`config.mk`:
```
export PLATFORM = sky130hd
export DESIGN_NAME = ini_config_tokenizer
export DESIGN_NICKNAME = d
export VERILOG_FILES = /design/src/rtl/core/ict_pkg.sv /design/src/rtl/core/ini_config_tokenizer.sv /design/src/rtl/core/ict_parser.sv /design/src/rtl/core/ict_obuf.sv
export SDC_FILE = /design/constraint.sdc
export NUM_CORES = 1
export LEC_CHECK = 0
export BUFFER_PORTS_ARGS = -buffer_cell sky130_fd_sc_hd__buf_2
export CORE_MARGIN = 3
export CORE_UTILIZATION = 25
export DETAILED_ROUTE_END_ITERATION = 12
export PLACE_DENSITY = 0.38
export SLEW_MARGIN = 10
export SYNTH_ARGS = -nofsm -noshare
export SYNTH_HDL_FRONTEND = slang
export SYNTH_SLANG_ARGS = --single-unit
```
`constraint.sdc`:
```
create_clock -name clk -period 6.1 [get_ports clk]
set_input_delay 1.83 -clock clk [delete_from_list [all_inputs] [get_ports clk]]
set_output_delay 1.83 -clock clk [all_outputs]
set_load 0.01 [all_outputs]
```
`src/rtl/core/ict_pkg.sv`:
```
// Shared types, codes and the character classifier of the configuration text tokenizer.
package ict_pkg;

  typedef enum logic [3:0] {
    ST_EXPECT_NAME  = 4'd0,
    ST_SECTION      = 4'd1,
    ST_NAME         = 4'd2,
    ST_COMMENT      = 4'd3,
    ST_EXPECT_EQ    = 4'd4,
    ST_EXPECT_VALUE = 4'd5,
    ST_VALUE        = 4'd6,
    ST_QUOTED       = 4'd7,
    ST_EXPECT_EOL   = 4'd8
  } ict_state_t;

  typedef enum logic [3:0] {
    K_SPACE = 4'd0,
    K_WORD  = 4'd1,
    K_EQ    = 4'd2,
    K_QUOTE = 4'd3,
    K_OPEN  = 4'd4,
    K_CLOSE = 4'd5,
    K_HASH  = 4'd6,
    K_ESC   = 4'd7,
    K_EOL   = 4'd8,
    K_OTHER = 4'd9
  } ict_class_t;

  typedef enum logic [2:0] {
    R_NONE       = 3'd0,
    R_SEC_CLEAR  = 3'd1,
    R_SEC_CHAR   = 3'd2,
    R_NAME_START = 3'd3,
    R_NAME_CHAR  = 3'd4,
    R_VAL_CLEAR  = 3'd5,
    R_VAL_START  = 3'd6,
    R_VAL_CHAR   = 3'd7
  } ict_role_t;

  typedef enum logic [2:0] {
    E_ITEM_NAME = 3'd0,
    E_CLOSE     = 3'd1,
    E_EQUALS    = 3'd2,
    E_VALUE     = 3'd3,
    E_EOL       = 3'd4,
    E_QUOTE     = 3'd5
  } ict_err_t;

  localparam logic [7:0] CH_EQ     = 8'h3D;
  localparam logic [7:0] CH_OPEN   = 8'h5B;
  localparam logic [7:0] CH_CLOSE  = 8'h5D;
  localparam logic [7:0] CH_HASH   = 8'h23;
  localparam logic [7:0] CH_DASH   = 8'h2D;
  localparam logic [7:0] CH_UNDER  = 8'h5F;
  localparam logic [7:0] CH_QUOTE  = 8'h22;
  localparam logic [7:0] CH_BSLASH = 8'h5C;
  localparam logic [7:0] CH_LF     = 8'h0A;
  localparam logic [7:0] CH_SP     = 8'h20;
  localparam logic [7:0] CH_TAB    = 8'h09;
  localparam logic [7:0] CH_VT     = 8'h0B;
  localparam logic [7:0] CH_FF     = 8'h0C;
  localparam logic [7:0] CH_CR     = 8'h0D;

  typedef struct packed {
    ict_role_t   role;
    logic [7:0]  out_char;
    logic        commit;
    logic        error;
    ict_err_t    error_kind;
    logic [15:0] error_line;
    logic [15:0] error_column;
  } ict_res_t;

  function automatic ict_class_t ict_classify(input logic [7:0] c);
    ict_class_t k;
    k = K_OTHER;
    if (c == CH_LF) k = K_EOL;
    else if (c == CH_SP || c == CH_TAB || c == CH_VT || c == CH_FF || c == CH_CR) k = K_SPACE;
    else if ((c >= 8'h61 && c <= 8'h7A) || (c >= 8'h41 && c <= 8'h5A)) k = K_WORD;
    else if (c >= 8'h30 && c <= 8'h39) k = K_WORD;
    else if (c == CH_DASH || c == CH_UNDER) k = K_WORD;
    else if (c == CH_EQ) k = K_EQ;
    else if (c == CH_QUOTE) k = K_QUOTE;
    else if (c == CH_OPEN) k = K_OPEN;
    else if (c == CH_CLOSE) k = K_CLOSE;
    else if (c == CH_HASH) k = K_HASH;
    else if (c == CH_BSLASH) k = K_ESC;
    return k;
  endfunction

endpackage

```
`src/rtl/core/ini_config_tokenizer.sv`:
```
// Top level of the INI-style configuration text tokenizer.
// Takes one text byte per cycle while in_tready is high and returns one result word per byte
// from a registered stage; parser state and counters advance per byte, so a new byte can be
// taken on every clock, and a two-entry output stage keeps input flowing while a result waits
// on a stalled consumer. in_tready drops only when both output entries are occupied. A word
// with in_tlast applies the end-of-stream rules and returns the parser to its reset state;
// after a syntax error all bytes up to and including the last one give all-zero results.
module ini_config_tokenizer import ict_pkg::*; #(
  parameter int LINE_BITS   = 16,
  parameter int COLUMN_BITS = 16
) (
  input  logic        clk,
  input  logic        rst_n,
  input  logic        in_tvalid,
  output logic        in_tready,
  input  logic [7:0]  in_tdata,   // [7:0] ch
  input  logic        in_tlast,   // is_last
  output logic        out_tvalid,
  input  logic        out_tready,
  output logic [47:0] out_tdata,  // [7:0] out_char, [8] commit, [9] error,
                                  // [12:10] error_kind, [28:13] error_line,
                                  // [44:29] error_column, [47:45] zero
  output logic [2:0]  out_tuser   // [2:0] role
);

  ict_res_t res, head;
  logic     take, can_push;

  assign in_tready = can_push;
  assign take      = in_tvalid && can_push;

  ict_parser #(
    .LINE_BITS   (LINE_BITS),
    .COLUMN_BITS (COLUMN_BITS)
  ) u_parser (
    .clk     (clk),
    .rst_n   (rst_n),
    .take    (take),
    .ch      (in_tdata),
    .is_last (in_tlast),
    .res     (res)
  );

  ict_obuf u_obuf (
    .clk       (clk),
    .rst_n     (rst_n),
    .push      (take),
    .push_data (res),
    .can_push  (can_push),
    .out_valid (out_tvalid),
    .out_ready (out_tready),
    .out_data  (head)
  );

  assign out_tuser = head.role;
  assign out_tdata = {3'b000, head.error_column, head.error_line, head.error_kind,
                      head.error, head.commit, head.out_char};

endmodule

```
`src/rtl/core/ict_parser.sv`:
```
// Parser state, line and column counters and the per-word transition logic.
module ict_parser import ict_pkg::*; #(
  parameter int LINE_BITS   = 16,
  parameter int COLUMN_BITS = 16
) (
  input  logic       clk,
  input  logic       rst_n,
  input  logic       take,
  input  logic [7:0] ch,
  input  logic       is_last,
  output ict_res_t   res
);

  ict_state_t             state_r, state_nxt;
  logic                   esc_r, esc_nxt;
  logic                   halted_r, halted_nxt;
  logic [LINE_BITS-1:0]   line_r, line_nxt;
  logic [COLUMN_BITS-1:0] col_r, col_nxt;

  ict_class_t             k;
  ict_state_t             st;
  logic                   esc;
  logic [LINE_BITS-1:0]   line_v;
  logic [COLUMN_BITS-1:0] col_v;
  ict_role_t              role;
  ict_err_t               kind;
  logic                   commit, err;
  logic [31:0]            line_ext, col_ext;

  assign k = ict_classify(ch);

  always_comb begin
    st     = state_r;
    esc    = esc_r;
    line_v = line_r;
    col_v  = col_r;
    role   = R_NONE;
    kind   = E_ITEM_NAME;
    commit = 1'b0;
    err    = 1'b0;
    if (!halted_r) begin
      if (col_r != '1) col_v = col_r + COLUMN_BITS'(1);
      unique case (state_r)
        ST_EXPECT_NAME: begin
          if (k == K_WORD) begin st = ST_NAME; role = R_NAME_START; end
          else if (k == K_OPEN) begin st = ST_SECTION; role = R_SEC_CLEAR; end
          else if (k == K_HASH) st = ST_COMMENT;
          else if (k != K_SPACE && k != K_EOL) begin err = 1'b1; kind = E_ITEM_NAME; end
        end
        ST_SECTION: begin
          if (k == K_WORD) role = R_SEC_CHAR;
          else if (k == K_CLOSE) st = ST_EXPECT_EOL;
          else begin err = 1'b1; kind = E_CLOSE; end
        end
        ST_NAME: begin
          if (k == K_WORD) role = R_NAME_CHAR;
          else if (k == K_EQ) st = ST_EXPECT_VALUE;
          else if (k == K_SPACE) st = ST_EXPECT_EQ;
          else begin err = 1'b1; kind = E_EQUALS; end
        end
        ST_COMMENT: begin
          if (k == K_EOL) st = ST_EXPECT_NAME;
        end
        ST_EXPECT_EQ: begin
          if (k == K_EQ) st = ST_EXPECT_VALUE;
          else if (k != K_SPACE) begin err = 1'b1; kind = E_EQUALS; end
        end
        ST_EXPECT_VALUE: begin
          if (k == K_WORD) begin st = ST_VALUE; role = R_VAL_START; end
          else if (k == K_QUOTE) begin st = ST_QUOTED; role = R_VAL_CLEAR; end
          else if (k == K_EOL) begin
            st = ST_EXPECT_NAME; role = R_VAL_CLEAR; commit = 1'b1;
          end
          else if (k != K_SPACE) begin err = 1'b1; kind = E_VALUE; end
        end
        ST_VALUE: begin
          if (k == K_QUOTE) begin err = 1'b1; kind = E_VALUE; end
          else if (k == K_SPACE) begin st = ST_EXPECT_EOL; commit = 1'b1; end
          else if (k == K_EOL) begin st = ST_EXPECT_NAME; commit = 1'b1; end
          else if (k == K_HASH) begin st = ST_COMMENT; commit = 1'b1; end
          else role = R_VAL_CHAR;
        end
        ST_QUOTED: begin
          if (esc_r) begin role = R_VAL_CHAR; esc = 1'b0; end
          else if (k == K_QUOTE) begin st = ST_EXPECT_EOL; commit = 1'b1; end
          else if (k == K_ESC) esc = 1'b1;
          else role = R_VAL_CHAR;
        end
        ST_EXPECT_EOL: begin
          if (k == K_HASH) st = ST_COMMENT;
          else if (k == K_EOL) st = ST_EXPECT_NAME;
          else if (k != K_SPACE) begin err = 1'b1; kind = E_EOL; end
        end
        default: st = ST_EXPECT_NAME;
      endcase
      if (!err) begin
        if (k == K_EOL) begin
          if (line_r != '1) line_v = line_r + LINE_BITS'(1);
          col_v = '0;
        end
        // End-of-stream rules look at the state this word has just left behind.
        if (is_last) begin
          if (st == ST_QUOTED) begin err = 1'b1; kind = E_QUOTE; end
          else if (st == ST_VALUE) commit = 1'b1;
          else if (st == ST_EXPECT_VALUE) begin role = R_VAL_CLEAR; commit = 1'b1; end
        end
      end
    end
  end

  assign line_ext = 32'(line_v);
  assign col_ext  = 32'(col_v);

  always_comb begin
    res.role       = role;
    res.commit     = commit;
    res.error      = err;
    res.error_kind = err ? kind : E_ITEM_NAME;
    res.error_line = err ? ((line_ext > 32'hFFFF) ? 16'hFFFF : line_ext[15:0]) : 16'd0;
    res.error_column = err ? ((col_ext > 32'hFFFF) ? 16'hFFFF : col_ext[15:0]) : 16'd0;
    res.out_char   = (role == R_SEC_CHAR || role == R_NAME_START || role == R_NAME_CHAR ||
                      role == R_VAL_START || role == R_VAL_CHAR) ? ch : 8'd0;
  end

  always_comb begin
    state_nxt  = state_r;
    esc_nxt    = esc_r;
    halted_nxt = halted_r;
    line_nxt   = line_r;
    col_nxt    = col_r;
    if (take) begin
      if (is_last) begin
        state_nxt  = ST_EXPECT_NAME;
        esc_nxt    = 1'b0;
        halted_nxt = 1'b0;
        line_nxt   = LINE_BITS'(1);
        col_nxt    = '0;
      end else if (!halted_r) begin
        state_nxt  = st;
        esc_nxt    = esc;
        halted_nxt = err;
        line_nxt   = line_v;
        col_nxt    = col_v;
      end
    end
  end

  always_ff @(posedge clk) begin
    if (!rst_n) begin
      state_r  <= ST_EXPECT_NAME;
      esc_r    <= 1'b0;
      halted_r <= 1'b0;
      line_r   <= LINE_BITS'(1);
      col_r    <= '0;
    end else begin
      state_r  <= state_nxt;
      esc_r    <= esc_nxt;
      halted_r <= halted_nxt;
      line_r   <= line_nxt;
      col_r    <= col_nxt;
    end
  end

  a_last_resets: assert property (@(posedge clk) disable iff (!rst_n)
    take && is_last |=> state_r == ST_EXPECT_NAME && !halted_r && !esc_r)
    else $error("parser not back in its reset state after the last word");

  a_halt_sticks: assert property (@(posedge clk) disable iff (!rst_n)
    halted_r && !(take && is_last) |=> halted_r)
    else $error("halt released before the last word");

  a_esc_quoted: assert property (@(posedge clk) disable iff (!rst_n)
    esc_r |-> state_r == ST_QUOTED && !halted_r)
    else $error("escape pending outside a quoted value");

  a_err_no_commit: assert property (@(posedge clk) disable iff (!rst_n)
    take && res.error |-> !res.commit && !halted_r)
    else $error("error reported together with a commit or while halted");

endmodule

```
`src/rtl/core/ict_obuf.sv`:
```
// Two-entry output register with skid slot for the result words.
module ict_obuf import ict_pkg::*; (
  input  logic     clk,
  input  logic     rst_n,
  input  logic     push,
  input  ict_res_t push_data,
  output logic     can_push,
  output logic     out_valid,
  input  logic     out_ready,
  output ict_res_t out_data
);

  logic [1:0] cnt_r, cnt_nxt;
  ict_res_t   head_r, skid_r;
  logic       pop;

  assign can_push  = (cnt_r != 2'd2);
  assign out_valid = (cnt_r != 2'd0);
  assign out_data  = head_r;
  assign pop       = out_valid && out_ready;

  always_comb begin
    cnt_nxt = cnt_r;
    case ({push, pop})
      2'b10:   cnt_nxt = cnt_r + 2'd1;
      2'b01:   cnt_nxt = cnt_r - 2'd1;
      default: cnt_nxt = cnt_r;
    endcase
  end

  always_ff @(posedge clk) begin
    if (!rst_n) cnt_r <= 2'd0;
    else cnt_r <= cnt_nxt;
  end

  // The head always holds the oldest word; the skid slot fills only when the head is stalled.
  always_ff @(posedge clk) begin
    if (cnt_r == 2'd2) begin
      if (pop) head_r <= skid_r;
    end else if (push) begin
      if (cnt_r == 2'd0 || pop) head_r <= push_data;
      else skid_r <= push_data;
    end
  end

  a_push_shows: assert property (@(posedge clk) disable iff (!rst_n)
    push && !pop |=> out_valid)
    else $error("accepted word not visible at the output");

  a_stall_full: assert property (@(posedge clk) disable iff (!rst_n)
    out_valid && !out_ready && cnt_r == 2'd1 && push |=> !can_push)
    else $error("skid slot overrun");

  a_no_overflow: assert property (@(posedge clk) disable iff (!rst_n)
    cnt_r != 2'd3)
    else $error("word count out of range");

endmodule
```
==> results.txt <==
----------------------------------------------------
[Clock tree]
  TritonCTS Sinks ... around 140
  Post-CTS Setup Bufs ... 0
  Clock-pin slew reported for the worst setup and hold paths after clock tree synthesis ... about 0.060 ns
  Hold-fix buffers, CTS ... 0
  Maximum level of the CTS H-tree ... 4
  Clock Root Buffer ... clkbuf_16
  CTS tree ... built
  Clock buffers created by TritonCTS ... 17
  Clk Latency, worst-skew pair ... 0.42 ns
  Buffers from clock root to sink, at most ... 2
  Cts repair resizes ... 0

[Critical path]
  Sequence of cells on the critical path ... buf_2, or4b_1, nor3_1, or2_2, o21ai_0, buf_4, a211o_1, or3b_4, o211ai_4, buf_4, o21ai_0
  Max FO, Critical Path ... 25
  Cell count along the critical path ... 11
  End point of the critical path ... u_obuf.out_data[0]$_DFFE_PP_
  Worst R2R Setup Slack ... 2.46 ns
  Worst path required time ... approximately 6.2 ns
  Reg-to-reg critical path endpoint ... u_parser.col_r[6]$_SDFFE_PN0P_
  Combined buffer and inverter count along the critical path ... 3
  Top cell family by delay on the critical path ... simple AND/OR/NAND/NOR gates
  Crit start category ... primary input
  Slowest Stage Delay on Critical Path ... between 0.6 and 0.7 ns
  Crit path max-delay cell type ... or4b_1
  Number of cells traversed by the worst register-to-register path ... 9
  Worst R2R Start ... u_parser.state_r[2]$_SDFFE_PN0P_
  Setup Crit Path Kind ... primary input to flip-flop
  Data arrival time at the worst-slack endpoint ... approximately 5 ns
  Start point of the critical path ... in_tdata[4]
  Kind of capture point of the worst setup path ... flip-flop

[Logic synthesis]
  Fraction of synthesized area in multiplexers ... 1.502%
  Main combinational cell family by area after synthesis ... simple AND/OR/NAND/NOR gates
  Xor/xnor share of the synthesized area ... under 10%
  Adder and majority cell fraction of the synthesized area ... 0.5062%
  Number of warning messages in the yosys log ... 0
  Post-synth ARST share ... 0%
  Area of the mapped netlist ... 7415 um^2
  Cell count after synthesis ... just under 800
  Fraction of the yosys area taken by sequential cells ... around 50%
  Total of flip-flops plus latches after synthesis ... 136
  Cell types with the largest area share after synthesis ... edfxtp_1, dfxtp_1, nand2_1
  Synth Area in Compound Gates ... 17.79%
  Simple-gate area share of the yosys netlist ... 22.92%
  Main synth FF type ... edfxtp_1
  Syn Area/Cell ... between 9 and 10 um^2
  Cell taking the most area after synthesis ... edfxtp_1
  Number of enable-type register cells in the synthesized netlist ... 96
  Fraction of post-synthesis cell area in the top cell type by area ... between 30% and 40%
  Number of distinct library cells after synthesis ... 83

[Detailed routing]
  Count of antenna-violating nets left after detailed routing ... 0
  Routed wire length per instance ... 17.37 um
  Via Count ... a little under 6,000
  Via count normalized by instance count ... 4.819
  Iteration count of the initial detailed-routing pass ... 7
  DRC ... 0
  Routed WL ... 21,120 um
  Iteration-0 DRC count of the detailed router ... 446

[Layout]
  Commonest non-fill, non-tap cell in the layout ... nand2_1
  Syn-to-layout area delta ... 17.99%
  Cell area after layout ... about 9000 um^2
  Share of cells above drive strength 1 ... 16.71%
  Final net count ... 835
  Antenna Cells ... 0
  Commonest cells after routing, fill and taps aside ... nand2_1, edfxtp_1, nor2_1, buf_2, dfxtp_1

[Global route]
  Antenna violations before repair ... 0
  First-pass GRT wire length ... 33,950 um
  Via count of the first global-routing pass ... approximately 5,700
  Largest net degree at the start of global routing ... 56
  All-Layer GR Usage ... between 10% and 20%
  Global route overflow ... 0

[Die]
  Placeable core area ... 28,940 um^2
  Full die area ... 31,760 um^2
  Top-level I/O count ... 66
  Effective utilization at floorplan ... 25.62%
  Horizontal die dimension ... 178.2 um
  Core Rows ... between 60 and 70
  Vertical die dimension ... 178.2 um

[Power and ir drop]
  Sw Share ... 30.90%
  Power after layout ... 3.019 mW
  Part of the power in combinational logic ... ~22%
  Part of the power in registers ... approximately two fifths
  Internal power component ... 2.086 mW
  Cell leakage power ... 3.071 nW
  Switching power ... around 930 uW
  Worst vdd rail ir drop ... 0.1715 mV
  Pwr per Cell Area ... approximately 350 nW/um^2
  Clock group share of total power ... approximately 37%

[Timing]
  Setup slack of the critical path after layout ... 1.244 ns
  Unrepaired setup endpoints after global routing ... false
  Hold Violations, Final ... 0
  Fin crit share ... around four fifths
  Final critical path time including I/O delays and setup ... between 4 and 5 ns
  Fin Setup TNS ... 0 ns
  Highest attainable clock frequency ... between 0.2 and 0.25 GHz
  Max Transition Viols Final ... 0
  Actual transition at the worst max-transition pin ... 0.9739 ns
  Count of endpoints failing setup in the final report ... 0
  Final worst clock skew ... roughly 0.014 ns
  Slew headroom ... 34.83%

[Worst hold path]
  Count of cells along the worst hold path ... 2
  Hold Crit Start ... u_parser.esc_r$_SDFFE_PN0P_
  Class of the tightest hold or removal check ... flip-flop to flip-flop

[Place]
  Number of port buffers ... 62
  Half-perimeter wire length of the detailed placement result ... 14,670 um
  Final weighted congestion in routability-driven placement ... 0.8018
  Setup slack after placement ... between 0.8 and 0.9 ns
  Placed Area ... between 8000 and 9000 um^2

[Job]
  Number of maximum-capacitance constraint violations ... 0

[Status]
  Result of the run ... finished, final reports clean

----------------------------------------------------
worst reg2reg max path, cell delays in order, from the launching register on:
cell,delay (ns)
dfxtp_1,0.58
nor4bb_1,0.76
o31a_1,0.27
a2bb2oi_1,0.10
nor2_1,0.56
a211oi_2,0.10
buf_4,0.25
or3_1,0.47
or3_1,0.33
a21boi_0,0.16
power by group through the flow:
| stage | sequential, mW | clock [mW] | combinational, mW |
|---|---|---|---|
| floorplan | 1.33 | 0 | 0.337 |
| global route | 1.26 | 1.20 | 0.730 |
| CTS | 1.25 | 1.16 | 0.676 |
| finish | 1.25 | 1.12 | 0.656 |
| detailed placement | 1.27 | 0 | 0.675 |
| global placement | 1.27 | 0 | 0.676 |
logic make-up (layout without fill, tap and decap cells):
group,after synthesis,after routing
flip-flops,136,136
AO/OA/AOI/OAI,187,187
XOR/XNOR,28,28
other,1,3
multiplexers,11,11
AND/OR/NAND/NOR,335,335
buffers and inverters,69,129
adder cells (fa/ha/maj),3,3
cell usage after synthesis, drive strengths merged (14+ instances only):
cell type,n
nor4,14
edfxtp,96
clkbuf,31
xor2,14
and3,16
a21oi,25
nor2,66
and2,14
o21ai,64
nand2,112
nor3,20
buf,21
xnor2,14
inv,16
or3,16
nand3,18
a21boi,17
o31ai,14
dfxtp,40
sequential cells by signal, indices dropped and copies added (netlist names):
name / count
u_obuf.skid_r: 48
u_parser.col_r: 16
u_parser.line_r: 16
u_parser.halted_r: 1
u_parser.esc_r: 1
u_parser.state_r: 4
u_obuf.cnt_r: 2
u_obuf.out_data: 48
metal layers:
layer / routed length, um / vias to the layer above / part of all wire, % / GRT usage, %
li1: - / 2941 / - / -
met1: 11000 / 2796 / 52 / 20.69
met2: 9196 / 114 / 44 / 20.55
met3: 750 / 9 / 3.6 / 2.214
met4: 170 / 0 / 0.80 / 3.019
met5: 0 / - / 0 / 0
stage by stage:
step           cells  hold slack, ns  utilization (%)
2_1_floorplan    772          0.4555                -
3_3_place_gp    1184          0.4933            28.07
3_5_place_dp    1184          0.4849            28.07
4_1_cts         1216          0.4934            30.23
5_1_grt         1216          0.5277            30.23
6_report        1216          0.4842            30.23
layout make-up:
type	count	area (um^2)
sequential	136	3684
clock buffer	19	432.9
inverter	17	63.81
timing repair buffer	80	445.4
clock inverter	13	193.9
multi-input combinational	567	3448
tap	384	480.5
fill	3078	20190
how the worst min path moves through the flow:
| stage | to | slack (ns) |
|---|---|---|
| 6_report | u_parser.esc_r$_SDFFE_PN0P_ | 0.48 |
| 3_3_place_gp | u_parser.col_r[15]$_SDFFE_PN0P_ | 0.49 |
| 3_5_place_dp | u_parser.esc_r$_SDFFE_PN0P_ | 0.48 |
| 4_1_cts | u_parser.esc_r$_SDFFE_PN0P_ | 0.49 |
| 2_1_floorplan | u_parser.esc_r$_SDFFE_PN0P_ | 0.46 |
| 5_1_grt | u_obuf.out_data[46]$_DFFE_PP_ | 0.53 |
Power figures use the tool's default switching activity.
